[src/rtl/nlex_pkg.sv]
// ----------------------------------------------------------------------------
// nlex_pkg
// Shared types and constants for the numeric literal lexer.
// ----------------------------------------------------------------------------
package nlex_pkg;

   localparam int EXP_BITS   = 15;
   localparam int EXP_EXT_W  = EXP_BITS + 4;
   localparam int INT_W      = 63;
   localparam int FRAC_W     = 60;
   localparam int EXPV_W     = 15;
   localparam int MASK_NUM   = 4;
   localparam int MASK_W     = 64;
   localparam int CSR_IDX_W  = 2;
   localparam int RSP_DATA_W = 208;

   localparam logic [INT_W-1:0]    INT_LIMIT = {INT_W{1'b1}};
   localparam logic [EXP_BITS-1:0] EXP_LIMIT = {EXP_BITS{1'b1}};

   typedef enum logic [1:0] {
      ERR_NONE  = 2'd0,
      ERR_CHAR  = 2'd1,
      ERR_RANGE = 2'd2,
      ERR_END   = 2'd3
   } err_code_type;

   typedef struct packed {
      logic       is_space;
      logic       is_delim;
      logic       is_minus;
      logic       is_zero;
      logic       is_point;
      logic       is_e;
      logic       is_x;
      logic       dig_ok10;
      logic       dig_ok16;
      logic [3:0] dig_val;
   } char_class_type;

   typedef struct packed {
      logic                ok;
      err_code_type        error_code;
      logic                negative;
      logic [INT_W-1:0]    int_part;
      logic [FRAC_W-1:0]   frac_num;
      logic [FRAC_W-1:0]   frac_den;
      logic                exp_negative;
      logic [EXPV_W-1:0]   exp_value;
      logic                is_integer;
   } result_type;

endpackage

[src/rtl/nlex_csr.sv]
// ----------------------------------------------------------------------------
// nlex_csr
// Delimiter mask registers and per-character classification.
// ----------------------------------------------------------------------------
module nlex_csr (
   input  logic                                 clock,
   input  logic                                 reset,
   input  logic                                 csr_valid,
   input  logic [nlex_pkg::CSR_IDX_W-1:0]       csr_index,
   input  logic [nlex_pkg::MASK_W-1:0]          csr_data,
   input  logic [7:0]                           ch,
   output nlex_pkg::char_class_type             cls
);

   logic [nlex_pkg::MASK_W-1:0] mask_ff [nlex_pkg::MASK_NUM];
   logic [nlex_pkg::MASK_W-1:0] sel_mask;
   logic                        is_dec;
   logic                        is_hexl;

   always_ff @(posedge clock) begin
      if (reset) begin
         for (int i = 0; i < nlex_pkg::MASK_NUM; i++) begin
            mask_ff[i] <= '0;
         end
      end else if (csr_valid) begin
         mask_ff[csr_index] <= csr_data;
      end
   end

   always_comb begin
      sel_mask     = mask_ff[ch[7:6]];
      is_dec       = (ch >= 8'h30) && (ch <= 8'h39);
      is_hexl      = ((ch >= 8'h61) && (ch <= 8'h66)) || ((ch >= 8'h41) && (ch <= 8'h46));
      cls.is_space = (ch == 8'h20) || (ch == 8'h09) || (ch == 8'h0A) || (ch == 8'h0D);
      cls.is_delim = sel_mask[ch[5:0]];
      cls.is_minus = (ch == 8'h2D);
      cls.is_zero  = (ch == 8'h30);
      cls.is_point = (ch == 8'h2E);
      cls.is_e     = (ch == 8'h65) || (ch == 8'h45);
      cls.is_x     = (ch == 8'h78) || (ch == 8'h58);
      cls.dig_ok10 = is_dec;
      cls.dig_ok16 = is_dec || is_hexl;
      cls.dig_val  = is_dec ? ch[3:0] : (ch[3:0] + 4'd9);
   end

endmodule

[src/rtl/nlex_core.sv]
// ----------------------------------------------------------------------------
// nlex_core
// Lexer state machine and accumulators; one character per transaction.
// ----------------------------------------------------------------------------
module nlex_core (
   input  logic                      clock,
   input  logic                      reset,
   input  logic                      take,
   input  logic                      kind,
   input  nlex_pkg::char_class_type  cls,
   output logic                      res_valid,
   output nlex_pkg::result_type      res
);

   typedef enum logic [3:0] {
      LX_START, LX_MINUS, LX_LZERO, LX_LPOINT, LX_INT, LX_HEX,
      LX_POINT, LX_EXP_INIT, LX_EXP_MINUS, LX_EXP, LX_SWALLOW
   } lex_state_type;

   lex_state_type                   state_ff, state_in;
   logic                            sign_ff, sign_in;
   logic                            esign_ff, esign_in;
   logic [nlex_pkg::INT_W-1:0]      int_ff, int_in;
   logic [nlex_pkg::FRAC_W-1:0]     frac_ff, frac_in;
   logic [nlex_pkg::FRAC_W-1:0]     den_ff, den_in;
   logic [nlex_pkg::EXP_BITS-1:0]   exp_ff, exp_in;

   logic [nlex_pkg::INT_W+4:0]      int10_new, int16_new;
   logic [63:0]                     frac_new, den_new;
   logic [nlex_pkg::EXP_EXT_W-1:0]  exp_new;
   nlex_pkg::err_code_type          int10_err, int16_err, frac_err, exp_err, err;
   logic                            close, clear, good;
   logic [31:0]                     exp_wide;

   always_comb begin
      int10_new = (nlex_pkg::INT_W+5)'({int_ff, 3'b0}) + (nlex_pkg::INT_W+5)'({int_ff, 1'b0})
                  + (nlex_pkg::INT_W+5)'(cls.dig_val);
      int16_new = (nlex_pkg::INT_W+5)'({int_ff, 4'b0}) + (nlex_pkg::INT_W+5)'(cls.dig_val);
      frac_new  = 64'({frac_ff, 3'b0}) + 64'({frac_ff, 1'b0}) + 64'(cls.dig_val);
      den_new   = 64'({den_ff, 3'b0}) + 64'({den_ff, 1'b0});
      exp_new   = nlex_pkg::EXP_EXT_W'({exp_ff, 3'b0}) + nlex_pkg::EXP_EXT_W'({exp_ff, 1'b0})
                  + nlex_pkg::EXP_EXT_W'(cls.dig_val);

      int10_err = !cls.dig_ok10 ? nlex_pkg::ERR_CHAR :
                  (int10_new > (nlex_pkg::INT_W+5)'(nlex_pkg::INT_LIMIT)) ? nlex_pkg::ERR_RANGE
                  : nlex_pkg::ERR_NONE;
      int16_err = !cls.dig_ok16 ? nlex_pkg::ERR_CHAR :
                  (int16_new > (nlex_pkg::INT_W+5)'(nlex_pkg::INT_LIMIT)) ? nlex_pkg::ERR_RANGE
                  : nlex_pkg::ERR_NONE;
      frac_err  = !cls.dig_ok10 ? nlex_pkg::ERR_CHAR :
                  ((frac_new > 64'(nlex_pkg::INT_LIMIT)) || (den_new > 64'(nlex_pkg::INT_LIMIT)))
                  ? nlex_pkg::ERR_RANGE : nlex_pkg::ERR_NONE;
      exp_err   = !cls.dig_ok10 ? nlex_pkg::ERR_CHAR :
                  (exp_new > nlex_pkg::EXP_EXT_W'(nlex_pkg::EXP_LIMIT)) ? nlex_pkg::ERR_RANGE
                  : nlex_pkg::ERR_NONE;

      state_in = state_ff;
      sign_in  = sign_ff;
      esign_in = esign_ff;
      int_in   = int_ff;
      frac_in  = frac_ff;
      den_in   = den_ff;
      exp_in   = exp_ff;
      err      = nlex_pkg::ERR_NONE;
      close    = 1'b0;
      clear    = 1'b0;

      if (kind) begin
         if (state_ff == LX_SWALLOW) clear = 1'b1;
         else                        close = 1'b1;
      end else if (cls.is_space || cls.is_delim) begin
         if (state_ff == LX_START && cls.is_space) begin
            clear = 1'b0;
         end else if (state_ff == LX_SWALLOW) begin
            clear = 1'b1;
         end else begin
            close = 1'b1;
         end
      end else begin
         unique case (state_ff)
            LX_START, LX_MINUS: begin
               if (cls.is_minus) begin
                  if (state_ff == LX_MINUS) begin
                     err = nlex_pkg::ERR_CHAR;
                  end else begin
                     state_in = LX_MINUS;
                     sign_in  = 1'b1;
                  end
               end else if (cls.is_zero) begin
                  state_in = LX_LZERO;
               end else if (cls.is_point) begin
                  state_in = LX_LPOINT;
               end else begin
                  state_in = LX_INT;
                  err      = int10_err;
                  int_in   = int10_new[nlex_pkg::INT_W-1:0];
               end
            end
            LX_LZERO, LX_INT: begin
               if (state_ff == LX_LZERO && cls.is_x) begin
                  state_in = LX_HEX;
               end else if (cls.is_point) begin
                  state_in = LX_POINT;
               end else if (cls.is_e) begin
                  state_in = LX_EXP_INIT;
               end else begin
                  state_in = LX_INT;
                  err      = int10_err;
                  int_in   = int10_new[nlex_pkg::INT_W-1:0];
               end
            end
            LX_HEX: begin
               err    = int16_err;
               int_in = int16_new[nlex_pkg::INT_W-1:0];
            end
            LX_LPOINT, LX_POINT: begin
               if (cls.is_e) begin
                  if (state_ff == LX_LPOINT) err = nlex_pkg::ERR_CHAR;
                  else                       state_in = LX_EXP_INIT;
               end else begin
                  state_in = LX_POINT;
                  err      = frac_err;
                  frac_in  = frac_new[nlex_pkg::FRAC_W-1:0];
                  den_in   = den_new[nlex_pkg::FRAC_W-1:0];
               end
            end
            LX_EXP_INIT, LX_EXP_MINUS: begin
               if (cls.is_minus) begin
                  if (state_ff == LX_EXP_MINUS) begin
                     err = nlex_pkg::ERR_CHAR;
                  end else begin
                     state_in = LX_EXP_MINUS;
                     esign_in = 1'b1;
                  end
               end else begin
                  state_in = LX_EXP;
                  err      = exp_err;
                  exp_in   = exp_new[nlex_pkg::EXP_BITS-1:0];
               end
            end
            LX_EXP: begin
               err    = exp_err;
               exp_in = exp_new[nlex_pkg::EXP_BITS-1:0];
            end
            default: begin
               state_in = state_ff;
            end
         endcase
      end

      good = (state_ff == LX_LZERO) || (state_ff == LX_HEX) || (state_ff == LX_INT) ||
             (state_ff == LX_POINT) || (state_ff == LX_EXP);

      res_valid = close || (err != nlex_pkg::ERR_NONE);
      exp_wide  = 32'(exp_ff);

      res.ok           = close && good;
      res.error_code   = close ? (good ? nlex_pkg::ERR_NONE : nlex_pkg::ERR_END) : err;
      res.negative     = sign_ff;
      res.int_part     = int_ff;
      res.frac_num     = frac_ff;
      res.frac_den     = den_ff;
      res.exp_negative = esign_ff;
      res.exp_value    = exp_wide[nlex_pkg::EXPV_W-1:0];
      res.is_integer   = (frac_ff == '0) && (den_ff == nlex_pkg::FRAC_W'(1)) && (exp_ff == '0);

      if (close || clear || (err != nlex_pkg::ERR_NONE)) begin
         state_in = (err != nlex_pkg::ERR_NONE) ? LX_SWALLOW : LX_START;
         sign_in  = 1'b0;
         esign_in = 1'b0;
         int_in   = '0;
         frac_in  = '0;
         den_in   = nlex_pkg::FRAC_W'(1);
         exp_in   = '0;
      end
   end

   always_ff @(posedge clock) begin
      if (reset) begin
         state_ff <= LX_START;
         sign_ff  <= 1'b0;
         esign_ff <= 1'b0;
         int_ff   <= '0;
         frac_ff  <= '0;
         den_ff   <= nlex_pkg::FRAC_W'(1);
         exp_ff   <= '0;
      end else if (take) begin
         state_ff <= state_in;
         sign_ff  <= sign_in;
         esign_ff <= esign_in;
         int_ff   <= int_in;
         frac_ff  <= frac_in;
         den_ff   <= den_in;
         exp_ff   <= exp_in;
      end
   end

endmodule

[src/rtl/nlex_out_reg.sv]
// ----------------------------------------------------------------------------
// nlex_out_reg
// Result register between the lexer and the result stream.
// ----------------------------------------------------------------------------
module nlex_out_reg (
   input  logic                               clock,
   input  logic                               reset,
   input  logic                               load,
   input  logic [nlex_pkg::RSP_DATA_W-1:0]    load_data,
   output logic                               room,
   output logic                               rsp_tvalid,
   input  logic                               rsp_tready,
   output logic [nlex_pkg::RSP_DATA_W-1:0]    rsp_tdata
);

   logic                              valid_ff, valid_in;
   logic [nlex_pkg::RSP_DATA_W-1:0]   data_ff;

   assign room       = !valid_ff || rsp_tready;
   assign valid_in   = load ? 1'b1 : (rsp_tready ? 1'b0 : valid_ff);
   assign rsp_tvalid = valid_ff;
   assign rsp_tdata  = data_ff;

   always_ff @(posedge clock) begin
      if (reset) begin
         valid_ff <= 1'b0;
      end else begin
         valid_ff <= valid_in;
      end
      if (load) begin
         data_ff <= load_data;
      end
   end

endmodule

[src/rtl/numeric_literal_lexer_top.sv]
// ----------------------------------------------------------------------------
// numeric_literal_lexer_top
// Streaming lexer for numeric literals (decimal, 0x hex, fraction, exponent).
// One character or end-of-input mark is taken per cycle, back to back; each
// transaction finishes in the cycle it is accepted, the lexer state and
// accumulators updating in place and any result landing in the result
// register, which presents it on the next cycle. req_tready drops only while
// that result register is full and rsp_tready is low. A token yields one
// result when closed by whitespace, a delimiter or end of input, or at once
// on an error, after which characters up to the next terminator are dropped.
// Delimiter masks are written through the csr port, one 64-bit word each.
// ----------------------------------------------------------------------------
module numeric_literal_lexer_top (
   input  logic                               clock,
   input  logic                               reset,
   input  logic                               req_tvalid,
   output logic                               req_tready,
   input  logic [7:0]                         req_tdata,  // [7:0] ch
   input  logic                               req_tuser,  // [0] kind
   output logic                               rsp_tvalid,
   input  logic                               rsp_tready,
   // [0] ok, [2:1] error_code, [3] negative, [66:4] int_part,
   // [126:67] frac_num, [186:127] frac_den, [187] exp_negative,
   // [202:188] exp_value, [203] is_integer, [207:204] zero
   output logic [nlex_pkg::RSP_DATA_W-1:0]    rsp_tdata,
   input  logic                               csr_valid,
   output logic                               csr_ready,
   input  logic [nlex_pkg::CSR_IDX_W-1:0]     csr_index,
   input  logic [nlex_pkg::MASK_W-1:0]        csr_data
);

   nlex_pkg::char_class_type             cls;
   nlex_pkg::result_type                 res;
   logic                                 res_valid;
   logic                                 take;
   logic                                 room;
   logic [nlex_pkg::RSP_DATA_W-1:0]      res_data;

   assign csr_ready  = 1'b1;
   assign req_tready = room;
   assign take       = req_tvalid && room;

   assign res_data = {4'b0, res.is_integer, res.exp_value, res.exp_negative, res.frac_den,
                      res.frac_num, res.int_part, res.negative, res.error_code, res.ok};

   nlex_csr u_csr (
      .clock     (clock),
      .reset     (reset),
      .csr_valid (csr_valid),
      .csr_index (csr_index),
      .csr_data  (csr_data),
      .ch        (req_tdata),
      .cls       (cls)
   );

   nlex_core u_core (
      .clock     (clock),
      .reset     (reset),
      .take      (take),
      .kind      (req_tuser),
      .cls       (cls),
      .res_valid (res_valid),
      .res       (res)
   );

   nlex_out_reg u_out (
      .clock      (clock),
      .reset      (reset),
      .load       (take && res_valid),
      .load_data  (res_data),
      .room       (room),
      .rsp_tvalid (rsp_tvalid),
      .rsp_tready (rsp_tready),
      .rsp_tdata  (rsp_tdata)
   );

endmodule

[config.mk]
export PLATFORM = sky130hd
export DESIGN_NAME = numeric_literal_lexer_top
export DESIGN_NICKNAME = d
export VERILOG_FILES = /design/src/rtl/nlex_pkg.sv /design/src/rtl/nlex_csr.sv /design/src/rtl/nlex_core.sv /design/src/rtl/nlex_out_reg.sv /design/src/rtl/numeric_literal_lexer_top.sv
export SDC_FILE = /design/constraint.sdc
export NUM_CORES = 2
export LEC_CHECK = 0
export BUFFER_PORTS_ARGS = -buffer_cell sky130_fd_sc_hd__clkbuf_2
export CAP_MARGIN = 25
export CORE_ASPECT_RATIO = 0.6
export CORE_MARGIN = 4
export CORE_UTILIZATION = 60
export DETAILED_ROUTE_END_ITERATION = 8
export PLACE_DENSITY = 0.78
export SLEW_MARGIN = 20
export SYNTH_ARGS = -nofsm -noshare
export SYNTH_HDL_FRONTEND = slang
export SYNTH_HIERARCHICAL = 1
export SYNTH_SLANG_ARGS = --single-unit
[constraint.sdc]
create_clock -name clock -period 15.95 [get_ports clock]
set_clock_uncertainty 0.15 [all_clocks]
set_input_delay 1.595 -clock clock [delete_from_list [all_inputs] [get_ports clock]]
set_output_delay 1.595 -clock clock [all_outputs]
set_load 0.01 [all_outputs]
# After elaboration in Yosys (flattened, before gate mapping)
# Memories as Yosys holds them, arrays and structs flattened.
# Index checks and enable logic that the tools add are counted.
[word_totals] reg_bits=409 wordCells=217 n_memories=1 out_inout_bits=211 in_bits=80 ramBits=256
[mem_list] memory="u_csr.mask_ff" words=4 width=64 read_ports=1 rd_ports_with_merged_regs=0 wr=4 line_no="nlex_csr.sv:15" rtl="logic [nlex_pkg::MASK_W-1:0] mask_ff [nlex_pkg::MASK_NUM];"
[op_classes] n_addsub=9 n_lt_le_gt_ge=12 n_reduce_logical=51 mux=98 eq_ne=37
[ops] operator="60-bit 2-to-1 mux" n=10
[ops] operator="63-bit 2-to-1 mux" n=9
[ops] operator="63-bit one-hot mux with 3 select lines" n=1
[ops] operator="68-bit by 63-bit > comparator with 1-bit output, second input constant" n=2
[ops] operator="63-bit by 61-bit adder with 64-bit output" n=2
[ops] operator="64-bit by 63-bit > comparator with 1-bit output, second input constant" n=2
[ops] operator="67-bit by 4-bit adder with 68-bit output" n=1
[ops] operator="68-bit by 4-bit adder with 68-bit output" n=1
[ops] operator="66-bit by 64-bit adder with 67-bit output" n=1
[ops] operator="64-bit by 4-bit adder with 64-bit output" n=1
[ops] operator="64-bit 2-to-1 mux" n=1
[ops] operator="64-bit OR reduction" n=1
[ops] operator="60-bit by 1-bit == test with 1-bit output, second input constant" n=1
[ops] operator="60-bit logical NOT" n=1
[ops] operator="15-bit 2-to-1 mux" n=4
[ops] operator="4-bit 2-to-1 mux" n=14
[ops] operator="2-bit 2-to-1 mux" n=22
[ops] operator="8-bit by 6-bit == test with 1-bit output, second input constant" n=4
[ops] operator="8-bit by 7-bit == test with 1-bit output, second input constant" n=4
[ops] operator="1-bit 2-to-1 mux" n=32
[ops] operator="15-bit one-hot mux with 2 select lines" n=1
[ops] operator="8-bit by 4-bit == test with 1-bit output, second input constant" n=3
[ops] operator="18-bit by 16-bit adder with 19-bit output" n=1
[ops] operator="19-bit by 4-bit adder with 19-bit output" n=1
[ops] operator="other kinds (34)" n=87

# Depth between registers and ports, before layout
[depth] ltp_word=17 mapped_depth=27 ltp_nobuf=26

# Hierarchy
# The synthesis kept the hierarchy.
[by_module_without_submodules] mod="nlex_core" instances=1 seq_area_each_um2=4083.9 cells_each=2540 area_per_inst_um2=20510.9
[by_module_without_submodules] mod="nlex_csr" instances=1 seq_area_each_um2=7687.4 cells_each=797 area_per_inst_um2=12001.5
[by_module_without_submodules] mod="nlex_out_reg" instances=1 seq_area_each_um2=6266.0 cells_each=212 area_per_inst_um2=6292.3
[by_module_without_submodules] mod="numeric_literal_lexer_top" instances=1 seq_area_each_um2=0.0 cells_each=5 area_per_inst_um2=27.5

# Worst setup path after synthesis
# Ideal clock, no wire load.
[synth_path] kind="input to register" start="in req_tdata[1]" end="reg u_out.valid_ff (netlist: u_out/rsp_tvalid)" cell_stages=26 t_arrival_ps=12250 required_ps=15722 setup_time_ps=78 slack_ps=3473 n_path_buf=1 path_cell_list="clkinv_1 clkbuf_1 ha_1 o21bai_1 a2111oi_2 a21oi_1 xor2_1 inv_1 fa_1 fa_1 nand2b_1 a21oi_1 o211ai_1 a21oi_1 a211oi_2 a31oi_1 nor3b_2 a41oi_1 o311a_1 a311oi_2 or2_2 nor2_1 o21ai_0 and3_1 inv_1 a21oi_2"
[synth_rtl] element="from (decl)" line_no="numeric_literal_lexer_top.sv:18" rtl="input logic [7:0] req_tdata,"
[synth_rtl] element="to (signal assigned)" line_no="nlex_out_reg.sv:28" rtl="valid_ff <= valid_in;"
[synth_rtl] element="to (decl)" line_no="nlex_out_reg.sv:16" rtl="logic valid_ff, valid_in;"

==> metrics <==
outcome=completed; post-cts sizing count=0; first-pass GRT wire length=162.2 mm; Total Wirelength=104.9 mm; pwr dens=~91 nW/µm²; yosys warns=6; drt pass-1 iters=5; Post-CTS Setup Bufs=0; clk slew on worst S/H paths=0.07 ns; startpoint types=input pin; Fmax=around 0.10 GHz; IO Port Bufs=around 290; RSZ-0062 raised after global routing=no; WP data required=16.04 ns; hold_ws=0.3596 ns; post-cts hold buffer count=0; H-tree levels=2; Nets=4158; cell area after layout=42800 µm²; initial antenna violation count=2; die width=roughly 340 µm; worst min path class=flip-flop to flip-flop; CTS tree=done; post-synthesis sequential area ratio=between 40% and 50%; Arr. time, crit path=between 9 and 10 ns; TNS Setup=0 ns; Clk Latency, worst-skew pair=0.65 ns; EDFF count, synth=around 460; Least-Margin Pin Slew=between 1 and 1.5 ns; most frequent cells in the layout=464 x edfxtp_1, 335 x ha_1, 289 x clkbuf_2, 268 x and2_1, 249 x nand2_1; die footprint=~70000 µm²; Pleak=18.15 nW; vias in the first global route=~27000; clock root buffer=clkbuf_16; distinct cell type count after synthesis=98; Final GP Congestion=slightly below 1; fin crit period=just under 10 ns; average instance area after synthesis=around 11 µm²; area delta synth->final=10.22%; most common cell after layout, fill and taps aside=edfxtp_1; Final Cycle Share=roughly three fifths; total gr overflow=0; fin. max-slew vios=0; Max Cap Viol=0; DR vias/cell=around 6.5; Num Clock Sinks=around 670; Final Setup Violations=0; CTS Buf Count=between 60 and 70; all-layer global routing usage=around 30%; 1st-iter DRT viols=~3500; largest net degree at the start of global routing=~190; Hold Vio Cnt, Final=0; ys flop type=edfxtp_1; post-DP HPWL=about 73 mm; Starting Density=~61%; Critical Path Sink Type=flip-flop; core box area=between 60000 and 70000 µm²; CTS Buffer Depth=3; ys async rst share=0%; Post-route DRC=0; # rows=71; CP Max Fanout=185; via count=between 20000 and 30000; DR WL/cell=around 23 µm; post-place instance area=roughly 41000 µm²; layout cells sized above 1=approximately 14%; final core utilization=slightly below 70%; Mapped Area=approximately 39000 µm²; Cells after Synth=roughly 3600; critical path class=input pin to flip-flop; Ports=slightly below 300; Max VDD drop=roughly 0.092 mV; worst rel slew slack=12.11%; chip height=just over 200 µm; synthesis-stage register bit count=~670; Antenna Violating Nets Remaining=0
==> where the power goes <==
| part | internal (mW) | switching [mW] | leakage, nW | total, mW |
|---|---|---|---|---|
| sequential | 1.97 | 0.0371 | 6.21 | 2.01 |
| clock | 0.853 | 0.682 | 1.01 | 1.53 |
| combinational | 0.107 | 0.231 | 10.9 | 0.338 |
==> metal layers <==
metal	vias to the layer above	global-route usage, %	wire, µm
li1	13908	-	-
met1	14354	47.17	48530
met2	1522	41.43	42440
met3	164	6.544	11510
met4	2	7.384	2438
met5	-	0	12
==> critical path, cell delays in order <==
cell	delay [ns]
clkbuf_2	0.27
clkinv_1	0.40
ha_1	0.31
o21bai_1	0.12
a2111oi_2	0.72
a21oi_1	0.12
xor2_1	0.68
inv_1	0.15
fa_1	0.55
fa_1	0.48
nand2b_1	0.19
a21oi_1	0.20
o211ai_1	0.16
a21oi_1	0.27
a211oi_2	0.16
a31oi_1	0.28
nor3b_2	0.30
a41oi_1	0.23
o311a_1	0.42
a311oi_2	0.44
or2_2	0.22
nor2_1	0.07
o21ai_0	0.09
and3_4	0.44
buf_12	0.52
==> synthesized netlist by cell type, types with 12 or more instances <==
library cell	n	area [µm²]
buf_2	17	85.08
nand2b_1	24	150.1
mux4_2	41	923.4
a22oi_1	16	120.1
nand3_1	83	415.4
and2_1	268	1677
a32o_1	97	970.9
ha_1	335	4192
o211ai_1	21	157.7
nand2_1	249	934.7
o21ai_0	188	940.9
clkbuf_1	156	585.6
a22o_1	66	578.1
o21a_1	21	157.7
nor2_1	137	514.2
inv_1	70	262.8
or3_1	12	75.07
and3_1	15	93.84
mux2i_1	47	470.5
a31oi_1	35	219.0
a21oi_1	239	1196
a211oi_1	13	97.59
nor3_1	46	230.2
o21bai_1	30	225.2
dfxtp_1	205	4104
a21o_1	105	788.3
a221oi_1	20	175.2
xor2_1	65	569.3
buf_6	12	135.1
nor2b_1	31	193.9
nand4_1	57	356.6
edfxtp_1	464	13930
nor4_1	51	319.1
xnor2_1	112	980.9
==> cells by family after synthesis <==
logic type	count (synthesis)	share of synthesized area, %
xor+xnor	177	3.992
mux	99	4.140
simple gates	1012	13.61
buf+inv	274	3.083
flops	669	46.45
fa+ha+maj	342	11.15
compound gates	979	17.55
other cells	2	0.01934
==> path summary, 6_finish.rpt <==
| kind | start | to | slack, ns | cells after the start |
|---|---|---|---|---|
| hold reg to reg | u_core/esign_ff$_SDFFE_PP0P_ | u_out/rsp_tdata[187]$_DFFE_PP_ | 0.36 | 0 |
| setup / recovery | req_tdata[1] | u_out/rsp_tdata[190]$_DFFE_PP_ | 6.16 | 25 |
| hold / removal | u_core/esign_ff$_SDFFE_PP0P_ | u_out/rsp_tdata[187]$_DFFE_PP_ | 0.36 | 0 |
| setup reg to reg | u_core/int_ff[0]$_SDFFE_PP0P_ | u_out/rsp_tdata[190]$_DFFE_PP_ | 9.35 | 18 |
==> sequential cells by signal, indices dropped and copies added, names as in the netlist, 4 cells and up <==
register         count
u_core/den_ff       60
u_core/frac_ff      60
u_core/state_ff      4
u_core/exp_ff       15
u_core/int_ff       63
u_out/rsp_tdata    208
u_csr/mask_ff      256
==> through the flow <==
stage          total power [mW]  cells  worst slack (ns)
4_1_cts                   3.900   4625             6.390
6_report                  3.878   4628             6.158
2_1_floorplan             2.242   3557             3.473
5_1_grt                   4.009   4628             5.673
3_5_place_dp              2.378   4510             5.700
3_3_place_gp              2.369   4510             5.833
==> cell type report <==
| type | instances | area (µm²) |
|---|---|---|
| fillers | 4764 | 20540 |
| flip-flops and latches | 669 | 18040 |
| clock buffers | 78 | 1727 |
| well taps | 839 | 1050 |
| diodes | 1 | 2.502 |
| clock inverters | 37 | 362.8 |
| multi-input cells | 2614 | 19670 |
| inverters | 73 | 275.3 |
| repair buffers | 317 | 1682 |
Power figures use the tool's default switching activity.
